$ cat src/hdl/cct_pkg.sv
// Package for the chart curve lookup: formats, breakpoints, curve ROM and shared types.
package cct_pkg;

    localparam int FRAC_BITS = 16;
    localparam int ARG_W     = 20;
    localparam int Y_W       = 16;
    localparam int X_W       = 16;
    localparam int OFF_W     = 13;
    localparam int RCP_W     = 32;
    localparam int RCP_SHIFT = 42;
    localparam int NUM_W     = 29;
    localparam int PROD_W    = NUM_W + RCP_W;
    localparam int Q_W       = 17;
    localparam int SEG_A_N   = 16;
    localparam int SEG_B_N   = 18;
    localparam int PTS       = 19;
    localparam int CURVES    = 12;
    localparam int LAT_LERP  = 3;

    typedef enum logic [1:0] {
        ST_OK    = 2'd0,
        ST_NEG   = 2'd1,
        ST_RANGE = 2'd2
    } status_t;

    typedef enum logic [1:0] {
        ARG_NONE   = 2'd0,
        ARG_FIRST  = 2'd1,
        ARG_SECOND = 2'd2,
        ARG_THIRD  = 2'd3
    } arg_t;

    // Axis breakpoint g/40, rounded to nearest
    function automatic logic [X_W-1:0] grid_bp(input logic [5:0] g);
        logic [31:0] t;
        t = (32'(g) << FRAC_BITS) + 32'd20;
        return X_W'(t / 32'd40);
    endfunction

    // Breakpoint n/100, rounded to nearest
    function automatic logic [X_W-1:0] fx_pct(input logic [6:0] n);
        logic [31:0] t;
        t = (32'(n) << FRAC_BITS) + 32'd50;
        return X_W'(t / 32'd100);
    endfunction

    // Decimal sample (scaled by 1e9) to Q0.16, rounded to nearest
    function automatic logic [Y_W-1:0] q16(input longint unsigned n);
        logic [63:0] t;
        t = 64'(n) * 64'd65536 + 64'd500000000;
        return Y_W'(t / 64'd1000000000);
    endfunction

    // Axis breakpoints of the coarse grid (every 2/40) and of the fine grid
    localparam logic [X_W-1:0] BP_A [SEG_A_N+1] = '{
        grid_bp(6'd0), grid_bp(6'd2), grid_bp(6'd4), grid_bp(6'd6), grid_bp(6'd8),
        grid_bp(6'd10), grid_bp(6'd12), grid_bp(6'd14), grid_bp(6'd16), grid_bp(6'd18),
        grid_bp(6'd20), grid_bp(6'd22), grid_bp(6'd24), grid_bp(6'd26), grid_bp(6'd28),
        grid_bp(6'd30), grid_bp(6'd32)
    };

    localparam logic [X_W-1:0] BP_B [PTS] = '{
        grid_bp(6'd0), grid_bp(6'd1), grid_bp(6'd2), grid_bp(6'd3), grid_bp(6'd4),
        grid_bp(6'd6), grid_bp(6'd8), grid_bp(6'd10), grid_bp(6'd12), grid_bp(6'd14),
        grid_bp(6'd16), grid_bp(6'd18), grid_bp(6'd20), grid_bp(6'd22), grid_bp(6'd24),
        grid_bp(6'd26), grid_bp(6'd28), grid_bp(6'd30), grid_bp(6'd32)
    };

    localparam logic [X_W-1:0] X1_MAX  = fx_pct(7'd80);
    localparam logic [X_W-1:0] B_SEL0  = fx_pct(7'd4);
    localparam logic [X_W-1:0] B_SEL1  = fx_pct(7'd6);
    localparam logic [X_W-1:0] B_SEL2  = fx_pct(7'd9);
    localparam logic [X_W-1:0] B_SEL3  = fx_pct(7'd12);
    localparam logic [X_W-1:0] C_CH0   = fx_pct(7'd35);
    localparam logic [X_W-1:0] C_CH1   = fx_pct(7'd40);
    localparam logic [X_W-1:0] C_CH2   = fx_pct(7'd50);
    localparam logic [ARG_W-1:0] ONE_Q = ARG_W'(1 << FRAC_BITS);

    // Every segment width that occurs, and its reciprocal scaled by 2^RCP_SHIFT
    localparam logic [OFF_W-1:0] DIV0 = OFF_W'(grid_bp(6'd1) - grid_bp(6'd0));
    localparam logic [OFF_W-1:0] DIV1 = OFF_W'(grid_bp(6'd2) - grid_bp(6'd1));
    localparam logic [OFF_W-1:0] DIV2 = OFF_W'(grid_bp(6'd6) - grid_bp(6'd4));
    localparam logic [OFF_W-1:0] DIV3 = OFF_W'(grid_bp(6'd4) - grid_bp(6'd2));
    localparam logic [OFF_W-1:0] DIV4 = OFF_W'(B_SEL1 - B_SEL0);
    localparam logic [OFF_W-1:0] DIV5 = OFF_W'(B_SEL2 - B_SEL1);
    localparam logic [OFF_W-1:0] DIV6 = OFF_W'(C_CH2 - C_CH1);

    localparam logic [63:0] SCALE = 64'd1 << RCP_SHIFT;
    localparam logic [RCP_W-1:0] RCP0 = RCP_W'((SCALE + 64'(DIV0) - 64'd1) / 64'(DIV0));
    localparam logic [RCP_W-1:0] RCP1 = RCP_W'((SCALE + 64'(DIV1) - 64'd1) / 64'(DIV1));
    localparam logic [RCP_W-1:0] RCP2 = RCP_W'((SCALE + 64'(DIV2) - 64'd1) / 64'(DIV2));
    localparam logic [RCP_W-1:0] RCP3 = RCP_W'((SCALE + 64'(DIV3) - 64'd1) / 64'(DIV3));
    localparam logic [RCP_W-1:0] RCP4 = RCP_W'((SCALE + 64'(DIV4) - 64'd1) / 64'(DIV4));
    localparam logic [RCP_W-1:0] RCP5 = RCP_W'((SCALE + 64'(DIV5) - 64'd1) / 64'(DIV5));
    localparam logic [RCP_W-1:0] RCP6 = RCP_W'((SCALE + 64'(DIV6) - 64'd1) / 64'(DIV6));

    function automatic logic [RCP_W-1:0] rcp_of(input logic [OFF_W-1:0] d);
        unique case (d)
            DIV0:    return RCP0;
            DIV1:    return RCP1;
            DIV2:    return RCP2;
            DIV3:    return RCP3;
            DIV4:    return RCP4;
            DIV5:    return RCP5;
            DIV6:    return RCP6;
            default: return '0;
        endcase
    endfunction

    // Curve samples; rows 8 and 9 use the finer grid, other rows end at point 16
    localparam logic [Y_W-1:0] CURVE_Y [CURVES][PTS] = '{
        '{q16(873187494), q16(838098363), q16(786312549), q16(705389691), q16(616010242),
          q16(556528297), q16(509881929), q16(472314385), q16(441008098), q16(413771628),
          q16(390345584), q16(369731926), q16(351009348), q16(334138436), q16(319840579),
          q16(306909277), q16(296953878), 16'd0, 16'd0},
        '{q16(822330835), q16(807491657), q16(786312549), q16(749523849), q16(691366233),
          q16(627579676), q16(576837405), q16(535617462), q16(500397890), q16(470004705),
          q16(444039924), q16(420265993), q16(398416815), q16(380218771), q16(365836440),
          q16(354239984), q16(345893264), 16'd0, 16'd0},
        '{q16(758485565), q16(754709815), q16(747867274), q16(733779445), q16(709882307),
          q16(673619193), q16(628877293), q16(588961779), q16(552959550), q16(522044593),
          q16(492434065), q16(465693279), q16(440778693), q16(418342522), q16(394862807),
          q16(377513907), q16(363598666), 16'd0, 16'd0},
        '{q16(730348606), q16(725404316), q16(717734276), q16(706456889), q16(692682468),
          q16(677102553), q16(658099207), q16(635793479), q16(611791993), q16(585181650),
          q16(558310422), q16(529743436), q16(501176450), q16(471174593), q16(442677466),
          q16(417347157), q16(393454197), 16'd0, 16'd0},
        '{q16(874048100), q16(833759428), q16(750448122), q16(664283022), q16(599019932),
          q16(549864711), q16(507464739), q16(470783982), q16(438380864), q16(411431736),
          q16(384910373), q16(363522176), q16(342989507), q16(325647676), q16(310996761),
          q16(298155384), q16(286845988), 16'd0, 16'd0},
        '{q16(814049440), q16(801668239), q16(778568983), q16(742023439), q16(686253944),
          q16(632975232), q16(586028140), q16(543465629), q16(505822403), q16(472242935),
          q16(443888716), q16(419489085), q16(398292742), q16(382765326), q16(369938128),
          q16(358850485), q16(348317225), 16'd0, 16'd0},
        '{q16(768715020), q16(761674736), q16(750448122), q16(738875511), q16(715166696),
          q16(682371463), q16(639327719), q16(598155442), q16(560458747), q16(526326752),
          q16(495313868), q16(469024211), q16(447190428), q16(426069584), q16(410563142),
          q16(397246936), q16(388002764), 16'd0, 16'd0},
        '{q16(728635680), q16(723861836), q16(716932060), q16(707692358), q16(697528686),
          q16(683791748), q16(667581306), q16(647192978), q16(619248034), q16(584134874),
          q16(551302567), q16(521804681), q16(494891201), q16(468868897), q16(445876586),
          q16(430034684), q16(416549016), 16'd0, 16'd0},
        '{q16(895772379), q16(871303098), q16(812423895), q16(744674578), q16(690842164),
          q16(608564213), q16(547543948), q16(500593518), q16(464807198), q16(431314872),
          q16(402257603), q16(374729664), q16(351330915), q16(329614430), q16(309427275),
          q16(293552835), q16(280013761), q16(267328884), q16(256391689)},
        '{q16(840468041), q16(831842619), q16(817179725), q16(796215170), q16(769146029),
          q16(705067105), q16(641141113), q16(586544033), q16(536993743), q16(495548901),
          q16(459150849), q16(426117322), q16(400271646), q16(376872897), q16(357909206),
          q16(339404314), q16(324111014), q16(312029308), q16(301323998)},
        '{q16(786199559), q16(776428839), q16(762457824), q16(740425866), q16(713131577),
          q16(677447214), q16(633797592), q16(584412983), q16(540338547), q16(501680488),
          q16(465571311), q16(432011018), q16(400403824), q16(369775790), q16(345966616),
          q16(328144034), q16(314474647), 16'd0, 16'd0},
        '{q16(747525366), q16(747789635), q16(745729295), q16(740425866), q16(731276287),
          q16(718868187), q16(701981836), q16(678829482), q16(650366955), q16(612452319),
          q16(564448355), q16(519842902), q16(481715860), q16(447305939), q16(412896017),
          q16(386880424), q16(367328292), 16'd0, 16'd0}
    };

    typedef struct packed {
        logic             valid;
        status_t          status;
        arg_t             bad;
        logic [3:0]       seg_a;
        logic [4:0]       seg_b;
        logic [OFF_W-1:0] xoff_a;
        logic [OFF_W-1:0] dx_a;
        logic [OFF_W-1:0] xoff_b;
        logic [OFF_W-1:0] dx_b;
        logic [1:0]       seg_sel;
        logic [OFF_W-1:0] xoff_sel;
        logic [OFF_W-1:0] dx_sel;
        logic             seg_chart;
        logic [OFF_W-1:0] xoff_chart;
        logic [OFF_W-1:0] dx_chart;
    } front_t;

    typedef struct packed {
        status_t          status;
        arg_t             bad;
        logic [OFF_W-1:0] xoff_sel;
        logic [OFF_W-1:0] dx_sel;
        logic [OFF_W-1:0] xoff_chart;
        logic [OFF_W-1:0] dx_chart;
    } side_t;

    typedef struct packed {
        logic [Y_W-1:0]   ya;
        logic [Y_W-1:0]   yb;
        logic [OFF_W-1:0] xoff;
        logic [OFF_W-1:0] dx;
        logic [RCP_W-1:0] rcp;
    } lerp_op_t;

endpackage

$ cat src/hdl/cct_lerp.sv
// Three-stage linear interpolation unit with rounded division by a fixed segment width.
module cct_lerp (
    input  logic                      clk,
    input  logic                      rst_n,
    input  logic                      valid_in,
    input  cct_pkg::lerp_op_t         op,
    output logic                      valid_out,
    output logic [cct_pkg::Y_W-1:0]   y
);

    logic signed [cct_pkg::Y_W:0]        diff;
    logic signed [30:0]                  num;
    logic [29:0]                         mag;
    logic [cct_pkg::NUM_W-1:0]           n_next;
    logic                                v1_reg, v2_reg, v3_reg;
    logic [cct_pkg::NUM_W-1:0]           n_reg;
    logic                                neg1_reg, neg2_reg;
    logic [cct_pkg::Y_W-1:0]             ya1_reg, ya2_reg;
    logic [cct_pkg::RCP_W-1:0]           rcp1_reg;
    logic [cct_pkg::PROD_W-1:0]          prod_reg;
    logic [cct_pkg::Q_W-1:0]             q;
    logic [cct_pkg::Y_W+1:0]             y_next;
    logic [cct_pkg::Y_W-1:0]             y_reg;

    // Stage 1: slope times offset, magnitude plus half width for rounding
    always_comb
    begin
        diff   = $signed({1'b0, op.yb}) - $signed({1'b0, op.ya});
        num    = diff * $signed({1'b0, op.xoff});
        mag    = num[30] ? 30'(-num) : 30'(num);
        n_next = cct_pkg::NUM_W'(mag) + cct_pkg::NUM_W'(op.dx >> 1);
    end

    // Stage 3: quotient back onto the lower sample
    always_comb
    begin
        q = prod_reg[cct_pkg::RCP_SHIFT +: cct_pkg::Q_W];
        if (neg2_reg)
            y_next = {2'b00, ya2_reg} - {1'b0, q};
        else
            y_next = {2'b00, ya2_reg} + {1'b0, q};
    end

    // Valid chain
    always_ff @(posedge clk or negedge rst_n)
    begin
        if (!rst_n)
        begin
            v1_reg <= 1'b0;
            v2_reg <= 1'b0;
            v3_reg <= 1'b0;
        end
        else
        begin
            v1_reg <= valid_in;
            v2_reg <= v1_reg;
            v3_reg <= v2_reg;
        end
    end

    // Data stages
    always_ff @(posedge clk)
    begin
        n_reg    <= n_next;
        neg1_reg <= num[30];
        ya1_reg  <= op.ya;
        rcp1_reg <= op.rcp;
        prod_reg <= cct_pkg::PROD_W'(n_reg) * cct_pkg::PROD_W'(rcp1_reg);
        neg2_reg <= neg1_reg;
        ya2_reg  <= ya1_reg;
        y_reg    <= y_next[cct_pkg::Y_W-1:0];
    end

    assign valid_out = v3_reg;
    assign y         = y_reg;

endmodule

$ cat config.mk
export PLATFORM = sky130hd
export DESIGN_NAME = cct_lerp
export DESIGN_NICKNAME = d
export VERILOG_FILES = /design/src/hdl/cct_pkg.sv /design/src/hdl/cct_lerp.sv
export SDC_FILE = /design/constraint.sdc
export NUM_CORES = 2
export LEC_CHECK = 0
export BUFFER_PORTS_ARGS = -buffer_cell sky130_fd_sc_hd__buf_2
export CORE_ASPECT_RATIO = 2
export CORE_UTILIZATION = 35
export DETAILED_ROUTE_END_ITERATION = 8
export GPL_TIMING_DRIVEN = 0
export SYNTH_ARGS = -nofsm -noshare
export SYNTH_HDL_FRONTEND = slang
export SYNTH_SLANG_ARGS = --single-unit
$ cat constraint.sdc
create_clock -name clk -period 12.87 [get_ports clk]
set_input_delay 1.287 -clock clk [delete_from_list [all_inputs] [get_ports clk]]
set_output_delay 1.287 -clock clk [all_outputs]
set_load 0.01 [all_outputs]
Word level (Yosys, flattened, before mapping):

Index checks and enable logic that the tools add are counted.

* output and inout bits: 17
* register bits after elaboration: 172

* $add $sub $neg: 5
* muxes and demuxes: 2
* $mul: 2

Operator list (number)
* $mul 29x32->58: 1
* $mul 17x14->31: 1
* $add 29x12->29: 1
* $mux 29: 1
* $neg 29->29: 1
* $sub 16x16->17: 1
* $add 16x16->16: 1
* $mux 16: 1
* $sub 16x16->16: 1

Logic depth before layout (Yosys ltp):

* depth in word-level cells: 5
* gate-level depth with buffers: 57

Worst setup path after synthesis:

OpenSTA, ideal clock, no wires.

* path kind: input-to-reg
* from: input op[75] in the netlist's numbering
* to: register n_reg[21] in the netlist's numbering
* path buffers: 4
* cell stages on the path: 53
* path slack: 663 ps
* data arrival time: 12135 ps
* library setup time: 72 ps
* cells stage by stage: inv_1 ha_1 nor2b_1 o21ai_0 a21boi_0 o21ai_0 a21boi_0 o21ai_0 a21boi_0 o21a_1 o21ai_0 a21oi_1 o311ai_0 clkbuf_1 nand2_1 fa_1 inv_1 fa_1 (+17 left out) buf_4 clkbuf_1 nor2_1 a21o_1 ha_1 a21o_1 a21oi_1 o21ai_0 a21oi_1 o21ai_0 a21oi_1 o211ai_1 o21ba_2 o21ai_1 and2b_1 and2_1 a211oi_1 xnor2_1

RTL lines
* start: declaration: RTL line cct_lerp.sv:6 `input cct_pkg::lerp_op_t op,`
* $sub 16x16->17: RTL line cct_lerp.sv:28 `diff = $signed({1'b0, op.yb}) - $signed({1'b0, op.ya});`
* $mul 17x14->31: RTL line cct_lerp.sv:29 `num = diff * $signed({1'b0, op.xoff});`
* via num[30]: RTL line cct_lerp.sv:12 `logic signed [30:0] num;`
* $mux 29: RTL line cct_lerp.sv:30 `mag = num[30] ? 30'(-num) : 30'(num);`
* $add 29x12->29: RTL line cct_lerp.sv:31 `n_next = cct_pkg::NUM_W'(mag) + cct_pkg::NUM_W'(op.dx >> 1);`
* via n_next, one bit: RTL line cct_lerp.sv:14 `logic [cct_pkg::NUM_W-1:0] n_next;`
* end signal: assignment: RTL line cct_lerp.sv:64 `n_reg <= n_next;`
* end: declaration: RTL line cct_lerp.sv:16 `logic [cct_pkg::NUM_W-1:0] n_reg;`

The timed path passes the listed nets, and every way through them passes these cells.

Worst setup path after layout:

* from: input op[75] in the netlist's numbering
* to: register n_reg[24] in the netlist's numbering

The elaborated chain is that of the path after synthesis.

==> flow_metrics.py <==
metrics = {
    "setup_path": {
        "r2r-end": "prod_reg[52]",
        "slowest_delay_ps": 580,
        "required_ps": 13290,
        "worstRegToRegCells": 28,
        "cpMostUsedCell": "fa_1",
        "cp_slowest_cell": "fa_1",
        "worstReg2RegStart": "rcp1_reg[3]",
        "r2r_slack_ps": 2290,
        "critical_path_buf_inv_count": 10,
        "cp-end-kind": "flop",
        "path_delay_family": "compound AO/OA/AOI/OAI gates",
        "startpoint_type": "input port",
        "critPathKind": "input port to flop",
        "worstPathMaxFanout": 15,
        "arrival_ps": 12900,
    },
    "yosys": {
        "synth.net_count": 6243,
        "yosys.cell_types.count": 90,
        "avgSynthCellArea_um2": 8.92,
        "synthArstFlopShare": 0.0231,
        "synth-edff-count": 0,
        "synth_ff_type": "dfxtp_1",
        "seq_area_frac_synth": 0.0613,
        "yosysTopAreaCell": "fa_1",
        "synth_top_area_frac": 0.477,
        "ys_warn_count": 0,
        "synth-seq-cells": 130,
        "synthCells": 4787,
        "syn_area_um2": 42700,
        "netlist_top_cells_area": "fa_1, ha_1, inv_1, nand2_1, dfxtp_1",
    },
    "cts": {
        "htreeDepth": 4,
        "cts_buffers": 17,
        "clockBufferDepth": 2,
        "ctsRootBufferMaster": "clkbuf_16",
        "cts_tree": "yes",
        "path_clk_slew_ps": 70,
        "clkLatencyLatePin_ps": 540,
        "ctsHoldBuffers": 0,
        "clock-sinks": 130,
    },
    "final_layout": {
        "largest_register_ff_count": 32,
        "final_cells": 6496,
        "mostFrequentLayoutCells": "inv_1, fa_1, nand2_1",
        "drive_gt1_frac": 0.0476,
        "final_common_cell": "inv_1",
        "final_nets": 6381,
        "utilization": 0.382,
        "syn2layout_area_growth_pct": 8.03,
    },
    "worst_hold_path": {
        "min_to": "ya2_reg[2]",
        "hp-start": "ya1_reg[2]",
        "hold_path_class": "flop to flop",
        "hold_path_depth": 0,
    },
    "grt": {
        "met1_usage": 0.228,
        "globalRouteOverflowTotal": 0,
        "grt_use_met2": 0.515,
        "grtUsageTotal": 0.271,
        "grt_pass1_vias": 37900,
        "busiest_layer": "met2",
        "grt_max_degree": 17,
        "grt_pass1_wl_mm": 237,
        "grt_use_met3": 0.0468,
        "antenna_found_initial": 16,
    },
    "run_status": {
        "violations": "capacitance limit, slew limit",
        "status": "complete, but fails checks",
    },
    "die": {
        "row_count": 180,
        "core_area_um2": 121000,
        "dieWidth_um": 249,
        "ios": 110,
        "initial_utilization": 0.354,
        "die-area_um2": 123000,
        "die_h_um": 496,
    },
    "route": {
        "vias": 33800,
        "wirelength_mm": 161,
        "drc": 0,
        "ant_nets": 0,
        "avgViaCountPerCell": 5.20,
        "wl_per_cell_um": 24.8,
        "dr.pass1.iters": 7,
        "drt-initial-drc-count": 1706,
    },
    "timing": {
        "setup_tns_ps": 0,
        "hold_ws_ps": 325,
        "timing.final.crit_share": 0.969,
        "timing.final.setup_violations": 0,
        "max_slew_margin": -0.0146,
        "final-hold-violation-count": 0,
        "skew_ps": 17.8,
        "fmax_ghz": 0.0801,
        "slew_viol_final": 11,
        "post-route-min-period_ps": 12480,
        "max_slew.worst_pin.slew_ps": 1520,
    },
    "flow_run": {
        "drv_cap": 1,
    },
    "placement": {
        "routabilityCongestion": 1.06,
        "dpl.hpwl_mm": 135,
        "dpl.cell_count": 6439,
        "port_buffers": 105,
    },
}
## how the worst max path moves through the flow
stage            from   endpoint  slack, ps  cells past startpoint
2_1_floorplan  op[75]  n_reg[21]        660                     53
3_3_place_gp   op[75]  n_reg[28]      -2480                     54
3_5_place_dp   op[75]  n_reg[28]      -2600                     54
4_1_cts        op[75]  n_reg[21]         40                     58
5_1_grt        op[75]  n_reg[24]         -2                     54
6_report       op[75]  n_reg[24]        390                     54
## area by class of cell
cell class,count,area [µm²]
Inverter,1122,4220
Multi-Input combinational cell,3295,35100
Timing Repair Buffer,120,653
Sequential cell,130,2620
Antenna cell,11,27.5
Clock inverter,13,151
Tap cell,1547,1940
Buffer,239,953
Clock buffer,19,433
Fill cell,12400,74600
## metal layers
layer	share of wire	up-vias
met5	0.00058	-
met4	0.13	12
met3	0.054	717
met2	0.53	1369
met1	0.28	17400
li1	-	14300
## synthesized netlist by cell type, types with 9 or more instances
cell,number
nor2b_1,35
o31ai_1,10
xnor2_1,100
or2_2,9
o21a_1,18
dfxtp_1,127
nand2b_1,21
buf_2,9
xor2_1,26
nor4_1,9
a21boi_0,9
and2_1,326
nand3_1,29
a211oi_1,9
a21o_1,48
nand4_1,10
a31oi_1,14
clkbuf_1,222
a21oi_1,90
nor2_1,80
inv_1,1121
nor3_1,19
fa_1,1018
and3_1,11
nand2_1,870
o21bai_1,9
o21ai_0,56
o21ai_1,9
ha_1,345
## per-stage QoR
| step | worst slack [ps] | instance area (µm²) |
|---|---|---|
| 5_1_grt | -2.06 | 46100 |
| 3_3_place_gp | -2480 | 45200 |
| 2_1_floorplan | 663 | 42700 |
| 4_1_cts | 37.2 | 46000 |
| 3_5_place_dp | -2600 | 45200 |
| 6_report | 393 | 46100 |
## kinds of logic after synthesis
kind of cell | after synthesis | share of synthesized area
fa+ha+maj | 1363 | 0.578
compound gates | 339 | 0.0533
mux | 7 | 0.00164
flops | 130 | 0.0613
buf+inv | 1362 | 0.120
simple gates | 1460 | 0.159
xor+xnor | 126 | 0.0258
## worst reg2reg max path: cells and delay by family, from the launching register on
family	cells	cell delay (ps)
AOI/OAI and AO/OA	12	3120
xor gates and xnor gates	1	140
adders and majority gates	9	4280
buffers and inverters	5	2410
DFF	1	360
and+or+nand+nor	1	180
## what timing repair did
| item | CTS | global route |
|---|---|---|
| endpoints found under the setup margin | 24 | 15 |
| gates resized for setup | 48 | 23 |
| pin swaps | 9 | 9 |
| setup buffers | 9 | 4 |
Power is not shown: default switching activity piles up to over one toggle a cycle in this logic, so the estimate is an artifact.
