`config.mk`:
```
export PLATFORM = sky130hd
export DESIGN_NAME = cct_front
export DESIGN_NICKNAME = d
export VERILOG_FILES = /design/src/hdl/cct_pkg.sv /design/src/hdl/cct_front.sv
export SDC_FILE = /design/constraint.sdc
export NUM_CORES = 1
export LEC_CHECK = 0
export ABC_CLOCK_PERIOD_IN_PS = 6100
export BUFFER_PORTS_ARGS = -buffer_cell sky130_fd_sc_hd__clkbuf_2
export CAP_MARGIN = 5
export CORE_MARGIN = 2
export CORE_UTILIZATION = 26
export CTS_BUF_LIST = sky130_fd_sc_hd__clkbuf_4 sky130_fd_sc_hd__clkbuf_8 sky130_fd_sc_hd__clkbuf_16
export DETAILED_ROUTE_END_ITERATION = 16
export PLACE_DENSITY_LB_ADDON = 0.05
export SLEW_MARGIN = 10
export SYNTH_ARGS = -nofsm -noshare
export SYNTH_HDL_FRONTEND = slang
export SYNTH_SLANG_ARGS = --single-unit
export TNS_END_PERCENT = 20
```
`constraint.sdc`:
```
create_clock -name clk -period 6.1 [get_ports clk]
set_input_delay 1.22 -clock clk [delete_from_list [all_inputs] [get_ports clk]]
set_output_delay 1.22 -clock clk [all_outputs]
set_load 0.01 [all_outputs]
```
`src/hdl/cct_pkg.sv`:
```
// Package for the chart curve lookup: formats, breakpoints, curve ROM and shared types.
package cct_pkg;

    localparam int FRAC_BITS = 16;
    localparam int ARG_W     = 20;
    localparam int Y_W       = 16;
    localparam int X_W       = 16;
    localparam int OFF_W     = 13;
    localparam int RCP_W     = 32;
    localparam int RCP_SHIFT = 42;
    localparam int NUM_W     = 29;
    localparam int PROD_W    = NUM_W + RCP_W;
    localparam int Q_W       = 17;
    localparam int SEG_A_N   = 16;
    localparam int SEG_B_N   = 18;
    localparam int PTS       = 19;
    localparam int CURVES    = 12;
    localparam int LAT_LERP  = 3;

    typedef enum logic [1:0] {
        ST_OK    = 2'd0,
        ST_NEG   = 2'd1,
        ST_RANGE = 2'd2
    } status_t;

    typedef enum logic [1:0] {
        ARG_NONE   = 2'd0,
        ARG_FIRST  = 2'd1,
        ARG_SECOND = 2'd2,
        ARG_THIRD  = 2'd3
    } arg_t;

    // Axis breakpoint g/40, rounded to nearest
    function automatic logic [X_W-1:0] grid_bp(input logic [5:0] g);
        logic [31:0] t;
        t = (32'(g) << FRAC_BITS) + 32'd20;
        return X_W'(t / 32'd40);
    endfunction

    // Breakpoint n/100, rounded to nearest
    function automatic logic [X_W-1:0] fx_pct(input logic [6:0] n);
        logic [31:0] t;
        t = (32'(n) << FRAC_BITS) + 32'd50;
        return X_W'(t / 32'd100);
    endfunction

    // Decimal sample (scaled by 1e9) to Q0.16, rounded to nearest
    function automatic logic [Y_W-1:0] q16(input longint unsigned n);
        logic [63:0] t;
        t = 64'(n) * 64'd65536 + 64'd500000000;
        return Y_W'(t / 64'd1000000000);
    endfunction

    // Axis breakpoints of the coarse grid (every 2/40) and of the fine grid
    localparam logic [X_W-1:0] BP_A [SEG_A_N+1] = '{
        grid_bp(6'd0), grid_bp(6'd2), grid_bp(6'd4), grid_bp(6'd6), grid_bp(6'd8),
        grid_bp(6'd10), grid_bp(6'd12), grid_bp(6'd14), grid_bp(6'd16), grid_bp(6'd18),
        grid_bp(6'd20), grid_bp(6'd22), grid_bp(6'd24), grid_bp(6'd26), grid_bp(6'd28),
        grid_bp(6'd30), grid_bp(6'd32)
    };

    localparam logic [X_W-1:0] BP_B [PTS] = '{
        grid_bp(6'd0), grid_bp(6'd1), grid_bp(6'd2), grid_bp(6'd3), grid_bp(6'd4),
        grid_bp(6'd6), grid_bp(6'd8), grid_bp(6'd10), grid_bp(6'd12), grid_bp(6'd14),
        grid_bp(6'd16), grid_bp(6'd18), grid_bp(6'd20), grid_bp(6'd22), grid_bp(6'd24),
        grid_bp(6'd26), grid_bp(6'd28), grid_bp(6'd30), grid_bp(6'd32)
    };

    localparam logic [X_W-1:0] X1_MAX  = fx_pct(7'd80);
    localparam logic [X_W-1:0] B_SEL0  = fx_pct(7'd4);
    localparam logic [X_W-1:0] B_SEL1  = fx_pct(7'd6);
    localparam logic [X_W-1:0] B_SEL2  = fx_pct(7'd9);
    localparam logic [X_W-1:0] B_SEL3  = fx_pct(7'd12);
    localparam logic [X_W-1:0] C_CH0   = fx_pct(7'd35);
    localparam logic [X_W-1:0] C_CH1   = fx_pct(7'd40);
    localparam logic [X_W-1:0] C_CH2   = fx_pct(7'd50);
    localparam logic [ARG_W-1:0] ONE_Q = ARG_W'(1 << FRAC_BITS);

    // Every segment width that occurs, and its reciprocal scaled by 2^RCP_SHIFT
    localparam logic [OFF_W-1:0] DIV0 = OFF_W'(grid_bp(6'd1) - grid_bp(6'd0));
    localparam logic [OFF_W-1:0] DIV1 = OFF_W'(grid_bp(6'd2) - grid_bp(6'd1));
    localparam logic [OFF_W-1:0] DIV2 = OFF_W'(grid_bp(6'd6) - grid_bp(6'd4));
    localparam logic [OFF_W-1:0] DIV3 = OFF_W'(grid_bp(6'd4) - grid_bp(6'd2));
    localparam logic [OFF_W-1:0] DIV4 = OFF_W'(B_SEL1 - B_SEL0);
    localparam logic [OFF_W-1:0] DIV5 = OFF_W'(B_SEL2 - B_SEL1);
    localparam logic [OFF_W-1:0] DIV6 = OFF_W'(C_CH2 - C_CH1);

    localparam logic [63:0] SCALE = 64'd1 << RCP_SHIFT;
    localparam logic [RCP_W-1:0] RCP0 = RCP_W'((SCALE + 64'(DIV0) - 64'd1) / 64'(DIV0));
    localparam logic [RCP_W-1:0] RCP1 = RCP_W'((SCALE + 64'(DIV1) - 64'd1) / 64'(DIV1));
    localparam logic [RCP_W-1:0] RCP2 = RCP_W'((SCALE + 64'(DIV2) - 64'd1) / 64'(DIV2));
    localparam logic [RCP_W-1:0] RCP3 = RCP_W'((SCALE + 64'(DIV3) - 64'd1) / 64'(DIV3));
    localparam logic [RCP_W-1:0] RCP4 = RCP_W'((SCALE + 64'(DIV4) - 64'd1) / 64'(DIV4));
    localparam logic [RCP_W-1:0] RCP5 = RCP_W'((SCALE + 64'(DIV5) - 64'd1) / 64'(DIV5));
    localparam logic [RCP_W-1:0] RCP6 = RCP_W'((SCALE + 64'(DIV6) - 64'd1) / 64'(DIV6));

    function automatic logic [RCP_W-1:0] rcp_of(input logic [OFF_W-1:0] d);
        unique case (d)
            DIV0:    return RCP0;
            DIV1:    return RCP1;
            DIV2:    return RCP2;
            DIV3:    return RCP3;
            DIV4:    return RCP4;
            DIV5:    return RCP5;
            DIV6:    return RCP6;
            default: return '0;
        endcase
    endfunction

    // Curve samples; rows 8 and 9 use the finer grid, other rows end at point 16
    localparam logic [Y_W-1:0] CURVE_Y [CURVES][PTS] = '{
        '{q16(873187494), q16(838098363), q16(786312549), q16(705389691), q16(616010242),
          q16(556528297), q16(509881929), q16(472314385), q16(441008098), q16(413771628),
          q16(390345584), q16(369731926), q16(351009348), q16(334138436), q16(319840579),
          q16(306909277), q16(296953878), 16'd0, 16'd0},
        '{q16(822330835), q16(807491657), q16(786312549), q16(749523849), q16(691366233),
          q16(627579676), q16(576837405), q16(535617462), q16(500397890), q16(470004705),
          q16(444039924), q16(420265993), q16(398416815), q16(380218771), q16(365836440),
          q16(354239984), q16(345893264), 16'd0, 16'd0},
        '{q16(758485565), q16(754709815), q16(747867274), q16(733779445), q16(709882307),
          q16(673619193), q16(628877293), q16(588961779), q16(552959550), q16(522044593),
          q16(492434065), q16(465693279), q16(440778693), q16(418342522), q16(394862807),
          q16(377513907), q16(363598666), 16'd0, 16'd0},
        '{q16(730348606), q16(725404316), q16(717734276), q16(706456889), q16(692682468),
          q16(677102553), q16(658099207), q16(635793479), q16(611791993), q16(585181650),
          q16(558310422), q16(529743436), q16(501176450), q16(471174593), q16(442677466),
          q16(417347157), q16(393454197), 16'd0, 16'd0},
        '{q16(874048100), q16(833759428), q16(750448122), q16(664283022), q16(599019932),
          q16(549864711), q16(507464739), q16(470783982), q16(438380864), q16(411431736),
          q16(384910373), q16(363522176), q16(342989507), q16(325647676), q16(310996761),
          q16(298155384), q16(286845988), 16'd0, 16'd0},
        '{q16(814049440), q16(801668239), q16(778568983), q16(742023439), q16(686253944),
          q16(632975232), q16(586028140), q16(543465629), q16(505822403), q16(472242935),
          q16(443888716), q16(419489085), q16(398292742), q16(382765326), q16(369938128),
          q16(358850485), q16(348317225), 16'd0, 16'd0},
        '{q16(768715020), q16(761674736), q16(750448122), q16(738875511), q16(715166696),
          q16(682371463), q16(639327719), q16(598155442), q16(560458747), q16(526326752),
          q16(495313868), q16(469024211), q16(447190428), q16(426069584), q16(410563142),
          q16(397246936), q16(388002764), 16'd0, 16'd0},
        '{q16(728635680), q16(723861836), q16(716932060), q16(707692358), q16(697528686),
          q16(683791748), q16(667581306), q16(647192978), q16(619248034), q16(584134874),
          q16(551302567), q16(521804681), q16(494891201), q16(468868897), q16(445876586),
          q16(430034684), q16(416549016), 16'd0, 16'd0},
        '{q16(895772379), q16(871303098), q16(812423895), q16(744674578), q16(690842164),
          q16(608564213), q16(547543948), q16(500593518), q16(464807198), q16(431314872),
          q16(402257603), q16(374729664), q16(351330915), q16(329614430), q16(309427275),
          q16(293552835), q16(280013761), q16(267328884), q16(256391689)},
        '{q16(840468041), q16(831842619), q16(817179725), q16(796215170), q16(769146029),
          q16(705067105), q16(641141113), q16(586544033), q16(536993743), q16(495548901),
          q16(459150849), q16(426117322), q16(400271646), q16(376872897), q16(357909206),
          q16(339404314), q16(324111014), q16(312029308), q16(301323998)},
        '{q16(786199559), q16(776428839), q16(762457824), q16(740425866), q16(713131577),
          q16(677447214), q16(633797592), q16(584412983), q16(540338547), q16(501680488),
          q16(465571311), q16(432011018), q16(400403824), q16(369775790), q16(345966616),
          q16(328144034), q16(314474647), 16'd0, 16'd0},
        '{q16(747525366), q16(747789635), q16(745729295), q16(740425866), q16(731276287),
          q16(718868187), q16(701981836), q16(678829482), q16(650366955), q16(612452319),
          q16(564448355), q16(519842902), q16(481715860), q16(447305939), q16(412896017),
          q16(386880424), q16(367328292), 16'd0, 16'd0}
    };

    typedef struct packed {
        logic             valid;
        status_t          status;
        arg_t             bad;
        logic [3:0]       seg_a;
        logic [4:0]       seg_b;
        logic [OFF_W-1:0] xoff_a;
        logic [OFF_W-1:0] dx_a;
        logic [OFF_W-1:0] xoff_b;
        logic [OFF_W-1:0] dx_b;
        logic [1:0]       seg_sel;
        logic [OFF_W-1:0] xoff_sel;
        logic [OFF_W-1:0] dx_sel;
        logic             seg_chart;
        logic [OFF_W-1:0] xoff_chart;
        logic [OFF_W-1:0] dx_chart;
    } front_t;

    typedef struct packed {
        status_t          status;
        arg_t             bad;
        logic [OFF_W-1:0] xoff_sel;
        logic [OFF_W-1:0] dx_sel;
        logic [OFF_W-1:0] xoff_chart;
        logic [OFF_W-1:0] dx_chart;
    } side_t;

    typedef struct packed {
        logic [Y_W-1:0]   ya;
        logic [Y_W-1:0]   yb;
        logic [OFF_W-1:0] xoff;
        logic [OFF_W-1:0] dx;
        logic [RCP_W-1:0] rcp;
    } lerp_op_t;

endpackage

```
`src/hdl/cct_front.sv`:
```
// Front stages: argument capture, checks and clamping, segment search and offsets.
module cct_front (
    input  logic                              clk,
    input  logic                              rst_n,
    input  logic                              accept,
    input  logic signed [cct_pkg::ARG_W-1:0]  arg_curve_sel,
    input  logic signed [cct_pkg::ARG_W-1:0]  arg_axis,
    input  logic signed [cct_pkg::ARG_W-1:0]  arg_chart_sel,
    output cct_pkg::front_t                   front
);

    logic                              v1_reg, v2_reg;
    logic signed [cct_pkg::ARG_W-1:0]  a1_reg, a2_reg, a3_reg;
    cct_pkg::status_t                  st_next, st2_reg;
    cct_pkg::arg_t                     bad_next, bad2_reg;
    logic [cct_pkg::X_W-1:0]           x1_next, x2_next, x3_next;
    logic [cct_pkg::X_W-1:0]           x1_reg, x2_reg, x3_reg;
    cct_pkg::front_t                   front_next, front_reg;

    // Stage 2: checks in order, then clamp to the table ranges
    always_comb
    begin
        if (a1_reg[cct_pkg::ARG_W-1])
        begin
            st_next  = cct_pkg::ST_NEG;
            bad_next = cct_pkg::ARG_FIRST;
        end
        else if (a2_reg[cct_pkg::ARG_W-1])
        begin
            st_next  = cct_pkg::ST_NEG;
            bad_next = cct_pkg::ARG_SECOND;
        end
        else if (a3_reg[cct_pkg::ARG_W-1])
        begin
            st_next  = cct_pkg::ST_NEG;
            bad_next = cct_pkg::ARG_THIRD;
        end
        else if (a3_reg > $signed(cct_pkg::ONE_Q))
        begin
            st_next  = cct_pkg::ST_RANGE;
            bad_next = cct_pkg::ARG_THIRD;
        end
        else
        begin
            st_next  = cct_pkg::ST_OK;
            bad_next = cct_pkg::ARG_NONE;
        end

        if (a2_reg[cct_pkg::ARG_W-1])
            x1_next = '0;
        else if (a2_reg > $signed({4'd0, cct_pkg::X1_MAX}))
            x1_next = cct_pkg::X1_MAX;
        else
            x1_next = a2_reg[cct_pkg::X_W-1:0];

        if (a1_reg < $signed({4'd0, cct_pkg::B_SEL0}))
            x2_next = cct_pkg::B_SEL0;
        else if (a1_reg > $signed({4'd0, cct_pkg::B_SEL3}))
            x2_next = cct_pkg::B_SEL3;
        else
            x2_next = a1_reg[cct_pkg::X_W-1:0];

        if (a3_reg < $signed({4'd0, cct_pkg::C_CH0}))
            x3_next = cct_pkg::C_CH0;
        else if (a3_reg > $signed({4'd0, cct_pkg::C_CH2}))
            x3_next = cct_pkg::C_CH2;
        else
            x3_next = a3_reg[cct_pkg::X_W-1:0];
    end

    // Stage 3: segment on each axis and offset into it
    always_comb
    begin
        logic [3:0]              sa;
        logic [4:0]              sb;
        logic [cct_pkg::X_W-1:0] lo, hi;
        sa = '0;
        sb = '0;
        for (int j = 1; j < cct_pkg::SEG_A_N; j++)
        begin
            if (x1_reg >= cct_pkg::BP_A[j])
                sa = 4'(j);
        end
        for (int j = 1; j < cct_pkg::SEG_B_N; j++)
        begin
            if (x1_reg >= cct_pkg::BP_B[j])
                sb = 5'(j);
        end

        front_next.valid  = v2_reg;
        front_next.status = st2_reg;
        front_next.bad    = bad2_reg;
        front_next.seg_a  = sa;
        front_next.seg_b  = sb;

        lo = cct_pkg::BP_A[{1'b0, sa}];
        hi = cct_pkg::BP_A[{1'b0, sa} + 5'd1];
        front_next.xoff_a = cct_pkg::OFF_W'(x1_reg - lo);
        front_next.dx_a   = cct_pkg::OFF_W'(hi - lo);

        lo = cct_pkg::BP_B[sb];
        hi = cct_pkg::BP_B[sb + 5'd1];
        front_next.xoff_b = cct_pkg::OFF_W'(x1_reg - lo);
        front_next.dx_b   = cct_pkg::OFF_W'(hi - lo);

        priority if (x2_reg < cct_pkg::B_SEL1)
        begin
            front_next.seg_sel = 2'd0;
            lo = cct_pkg::B_SEL0;
            hi = cct_pkg::B_SEL1;
        end
        else if (x2_reg < cct_pkg::B_SEL2)
        begin
            front_next.seg_sel = 2'd1;
            lo = cct_pkg::B_SEL1;
            hi = cct_pkg::B_SEL2;
        end
        else
        begin
            front_next.seg_sel = 2'd2;
            lo = cct_pkg::B_SEL2;
            hi = cct_pkg::B_SEL3;
        end
        front_next.xoff_sel = cct_pkg::OFF_W'(x2_reg - lo);
        front_next.dx_sel   = cct_pkg::OFF_W'(hi - lo);

        if (x3_reg < cct_pkg::C_CH1)
        begin
            front_next.seg_chart = 1'b0;
            lo = cct_pkg::C_CH0;
            hi = cct_pkg::C_CH1;
        end
        else
        begin
            front_next.seg_chart = 1'b1;
            lo = cct_pkg::C_CH1;
            hi = cct_pkg::C_CH2;
        end
        front_next.xoff_chart = cct_pkg::OFF_W'(x3_reg - lo);
        front_next.dx_chart   = cct_pkg::OFF_W'(hi - lo);
    end

    // Valid bits
    always_ff @(posedge clk or negedge rst_n)
    begin
        if (!rst_n)
        begin
            v1_reg    <= 1'b0;
            v2_reg    <= 1'b0;
            front_reg <= '0;
        end
        else
        begin
            v1_reg    <= accept;
            v2_reg    <= v1_reg;
            front_reg <= front_next;
        end
    end

    // Payload
    always_ff @(posedge clk)
    begin
        a1_reg   <= arg_curve_sel;
        a2_reg   <= arg_axis;
        a3_reg   <= arg_chart_sel;
        st2_reg  <= st_next;
        bad2_reg <= bad_next;
        x1_reg   <= x1_next;
        x2_reg   <= x2_next;
        x3_reg   <= x3_next;
    end

    assign front = front_reg;

endmodule

```
Word-level counts from Yosys, hierarchy flattened --
Memories as Yosys holds them, arrays and structs flattened. Index checks and enable logic that the tools add are counted.
Storage, ports and cells: word-level logic and storage cells 136, bits in read-only memories 2048, register bits 235, memories kept 4
Memory list:
- (name not given) | words 32, bits a word 16, read ports 1, clocked after Yosys merged registers in 0, write ports 0, RTL line cct_front.sv:102 | hi = cct_pkg::BP_B[sb + 5'd1];
- (name not given) | words 32, bits a word 16, read ports 1, clocked after Yosys merged registers in 0, write ports 0, RTL line cct_front.sv:101 | lo = cct_pkg::BP_B[sb];
- (name not given) | words 32, bits a word 16, read ports 1, clocked after Yosys merged registers in 0, write ports 0, RTL line cct_front.sv:97 | hi = cct_pkg::BP_A[{1'b0, sa} + 5'd1];
- (name not given) | words 32, bits a word 16, read ports 1, clocked after Yosys merged registers in 0, write ports 0, RTL line cct_front.sv:96 | lo = cct_pkg::BP_A[{1'b0, sa}];
Operators by class: $lt $le $gt $ge 30, mux-type cells 56, bitwise gates (word level) 4, reductions and logical operators 4, add/sub/neg operators 10
Operators with widths (count):
- $mux 13 | 13
- $sub 13x13->13 | 8
- $ge 16x16->1 const B | 6
- $ge 16x15->1 const B | 5
- $mux 5 | 16
- $mux 4 | 14
- $gt 20x17->1 const B | 2
- $ge 16x13->1 const B | 2
- $ge 16x14->1 const B | 2
- $mux 16 | 2
- $ge 6x6->1 const B | 4
- $gt 20x14->1 const B | 1
- $gt 20x18->1 const B | 1
- $lt 20x13->1 const B | 1
- $lt 20x16->1 const B | 1
- $not 5->6 | 3
- $ge 16x11->1 const B | 1
- $ge 16x12->1 const B | 1
- $lt 16x12->1 const B | 1
- $lt 16x13->1 const B | 1
- $lt 16x15->1 const B | 1
- $mux 12 | 1
- $mux 2 | 6
- $mux 11 | 1
- other kinds (6) | 10

Logic depth before layout (Yosys ltp) --
depth after elaboration 24, gate-level depth with buffers 26

Worst setup path before layout --
Ideal clock, no wire load.
path type reg-to-reg, start point register x1_reg[1] (netlist bit), end point register front_reg, in the netlist front[64], clock period less this slack 5.072 ns, cell stages (with the launch flop) 23, slack 1.028 ns, setup time 0.136 ns, path buffers 3, data required time 5.964 ns, arrival time 4.936 ns, cell sequence dfxtp_1 a211o_1 a2111oi_4 nor2_2 a21oi_4 inv_2 o32ai_4 buf_6 ha_1 clkbuf_1 nor2_1 nor2_1 mux2i_1 ha_1 clkbuf_1 o21ai_0 a21boi_0 o21ai_0 a21oi_1 o21ai_0 nand2_1 a2111oi_0 or3b_2
RTL lines:
- start, declared | RTL line cct_front.sv:17 | logic [cct_pkg::X_W-1:0] x1_reg, x2_reg, x3_reg;
- start signal, assigned | RTL line cct_front.sv:168 | x1_reg <= x1_next;
- end signal, assigned | RTL line cct_front.sv:156 | front_reg <= front_next;
- end, declared | RTL line cct_front.sv:18 | cct_pkg::front_t front_next, front_reg;

==> key figures <==
Run status
  • Status: completed

Placement
  • DP Cell Count: ~1.7k
  • Placer Congestion: approximately 0.83
  • PortBufs: between 150 and 200
  • Post-DP HPWL: 20700 um

Worst setup path
  • Critical Path AT: approximately 6000 ps
  • Worst path most repeated cell: o21ai_0
  • Crit path max fanout: 10
  • Crit-path cells: o211ai_1 -> a211oi_1 -> nor2_1 -> buf_4 -> a211oi_2 -> o32ai_4 -> ha_1 -> xor2_1 -> a31oi_1 -> a22oi_1 -> o21a_1 -> inv_2 -> ha_1 -> nor2b_1 -> o21ai_0 -> a21boi_0 -> o21ai_0 -> a21oi_1 -> o21ai_0 -> nand2_1 -> nand4_1 -> or3b_2
  • Slowest stage delay, CP: about 550 ps
  • Crit. path cell count: 22
  • Slowest stage cell, crit path: dfxtp_1
  • Critical Path Sink: front[64]
  • RR Startpoint: x1_reg[1]
  • R2R cell count: 22
  • Worst reg-to-reg setup slack: slightly above 600 ps
  • Largest delay share family, worst path: compound AO/OA/AOI/OAI gates
  • CP Class: reg -> reg
  • R2R Path End: front[64]
  • Crit end category: register
  • CP Launch Type: register
  • Buf+Inv Stages, Crit Path: 2
  • Required time of the critical path: approximately 6500 ps
  • Critical Path Source: x1_reg[1]

Layout
  • Max FFs per register: about 100
  • Filler cells: 3935
  • Fin cells: ~1.7k
  • Area grow syn2layout: 25.1%
  • Share of layout cells above drive strength 1: between 20% and 30%
  • Commonest non-fill, non-tap cells in the layout: 178 x clkbuf_2, 112 x dfxtp_1, 106 x dfrtp_1, 92 x nor2_1, 74 x ha_1
  • Most common cell after layout, fill and taps aside: clkbuf_2
  • Final #Nets: about 1.3k

Yosys
  • Synth unique cells: 79
  • Ys Warns: 0
  • Top FF cell, synth: dfxtp_1
  • Syn avg cell area: 10.1 um^2
  • Async set or reset register ratio after synthesis: 48.6%
  • Register area share after synthesis: approximately half
  • FF+latch count, synth: between 200 and 250
  • Area of the mapped netlist: roughly 0.010 mm^2
  • Post-synth EDFFs: 0
  • Post-Synthesis Cells: 985

STA
  • Final setup viols: 0
  • RSZ-0062 raised after global routing: false
  • Maximum clock rate: between 150 and 200 MHz
  • Slew HR: around half
  • Hold WS: 326 ps
  • Final Cycle Share: about 90%
  • Layout Skew: just under 8 ps
  • Final Hold Vio Count: 0
  • Slew Viols, Final: 0
  • Final setup TNS: 0 ps
  • Tmin final: 5480 ps
  • Slew @ Worst Pin: roughly 750 ps

Die
  • # IOs: around 180
  • Cell row count: a little over 70
  • DIE HEIGHT: 200 um
  • Total core area: 0.0378 mm^2
  • Starting Density: 26.5%
  • Die area: ~0.04 mm^2
  • Die span in x: 200 um

Clock network
  • Clock transition at path regs: 60 ps
  • Cts hold-fix bufs: 0
  • Clock Tree Root: clkbuf_16
  • TritonCTS clock tree: done
  • CTS Buffer Depth: 3
  • H-tree Lvls: 1
  • Clk sink count: about 220
  • Num CTS Buffers: 27
  • Clk_lat worst skew: roughly 570 ps

Pwr
  • Power Total: ~4.8 mW
  • Power Dens Cells: 383 mW/mm^2
  • VDD IR max: between 200 and 250 uV
  • P_leak: a little under 6 nW

Drt
  • First-pass DRT Iterations: 5
  • DRC marker count from the first detailed-route iteration: about 360
  • Final Routed Wirelength: 26800 um
  • Routed WL per cell: around 16 um
  • Vias per cell: roughly 4.4
  • DRC viols: 0
  • Routed vias: 7588
  • Routed Antenna Nets: 0

GRT
  • Met2 Use GR: about 23%
  • Initial antenna violation count: 2
  • Met1 Resource Use GR: 16.7%
  • First-pass GRT wire length: around 43000 um
  • Vias in the first global route: 7703
  • GRT Resource Usage Total: a little over an eighth
  • Most used routing layer: met2
  • Total grt overflow: 0
  • GR Layer Usage met3: 3.86%
  • Largest net degree at the start of global routing: slightly below 60

Job
  • Maxcap violations: 0

Worst hold path
  • Worst min path class: reg -> reg
-- logic make-up (layout without fill, tap and decap cells) --
family / after synthesis / after routing / share of synthesized area, %
AND/OR/NAND/NOR: 261 / 261 / 12.4
buffers and inverters: 107 / 321 / 4.77
multiplexers: 10 / 10 / 1.01
AO/OA/AOI/OAI: 249 / 249 / 17.2
XOR/XNOR: 57 / 57 / 5.00
adder cells (fa/ha/maj): 81 / 81 / 10.6
other: 2 / 10 / 0.0752
flip-flops: 218 / 218 / 49.0
-- layer usage --
| layer | share of wire (%) | wire (um) |
|---|---|---|
| met1 | 42 | 11200 |
| met2 | 49 | 13100 |
| met3 | 6.5 | 1740 |
| met4 | 2.8 | 756 |
| met5 | 0.086 | 23 |
-- Yosys cell counts, types with 6 or more instances --
master | count | area, um^2
a211o_1 | 6 | 52.6
a211oi_1 | 9 | 67.6
a21boi_0 | 6 | 45.0
a21o_1 | 23 | 173
a21oi_1 | 54 | 270
a221oi_1 | 6 | 52.6
a31oi_1 | 13 | 81.3
and2_1 | 18 | 113
buf_4 | 17 | 128
clkbuf_1 | 20 | 75.1
dfrtp_1 | 106 | 2650
dfxtp_1 | 112 | 2240
fa_1 | 6 | 120
ha_1 | 74 | 926
inv_1 | 59 | 221
inv_2 | 6 | 22.5
mux2i_1 | 9 | 90.1
nand2_1 | 60 | 225
nand2b_1 | 6 | 37.5
nand3_1 | 10 | 50.1
nand4_1 | 9 | 56.3
nor2_1 | 92 | 345
nor2b_1 | 14 | 87.6
nor3_1 | 13 | 65.1
nor4_1 | 15 | 93.8
o211ai_1 | 12 | 90.1
o21ai_0 | 46 | 230
o21ai_1 | 10 | 50.1
o21bai_1 | 10 | 75.1
o31ai_1 | 7 | 52.6
or3_1 | 9 | 56.3
xnor2_1 | 38 | 333
xor2_1 | 19 | 166
-- worst register-to-register path: cells and delay by family, from the launching register on --
kind                     cells  cell delay (ps)
AO/OA/AOI/OAI               12             2550
flip-flops                   1              550
XOR/XNOR                     1              470
buffers and inverters        2              250
adder cells (fa/ha/maj)      2              570
AND/OR/NAND/NOR              5              960
-- final cells by class --
cell class / count / area [um^2] / area share, %
clock inverter: 7 / 75.1 / 0.601
multi-input combinational: 667 / 4640 / 37.2
inverter: 65 / 244 / 1.95
tap: 511 / 639 / 5.12
antenna: 1 / 2.50 / 0.0200
timing repair buffer: 207 / 1110 / 8.87
clock buffer: 42 / 886 / 7.09
sequential: 218 / 4890 / 39.2
-- what timing repair did --
action,CTS,global route
hold endpoints to repair,0,0
gates resized for setup,0,0
buffers inserted,0,3
endpoints found under the setup margin,0,1
-- power breakdown --
group          total (mW)  switching (mW)  internal (mW)
Sequential           1.76          0.0957           1.67
Clock                1.67           0.636           1.04
Combinational        1.35           0.782          0.572
Total                4.79            1.51           3.28
-- metrics by stage --
| stage | utilization [%] | area (um^2) | setup slack, ps |
|---|---|---|---|
| 2_1_floorplan | - | 10000 | 1030 |
| 3_3_place_gp | 30.5 | 11500 | 538 |
| 6_report | 33.1 | 12500 | 619 |
| 4_1_cts | 33.0 | 12500 | 448 |
| 3_5_place_dp | 30.5 | 11500 | 484 |
| 5_1_grt | 33.1 | 12500 | 65.3 |
-- worst min-delay path by stage --
stage / startpoint / endpoint / slack, ps / depth (start not counted)
floorplan: bad2_reg[0] / front[116] / 320 / 0
global placement: st2_reg[0] / front[118] / 320 / 0
detailed placement: st2_reg[1] / front[119] / 320 / 0
CTS: st2_reg[0] / front[118] / 330 / 0
global route: bad2_reg[0] / front[116] / 330 / 0
finish: st2_reg[0] / front[118] / 330 / 0
No activity file was read; power rests on OpenSTA's default activity.
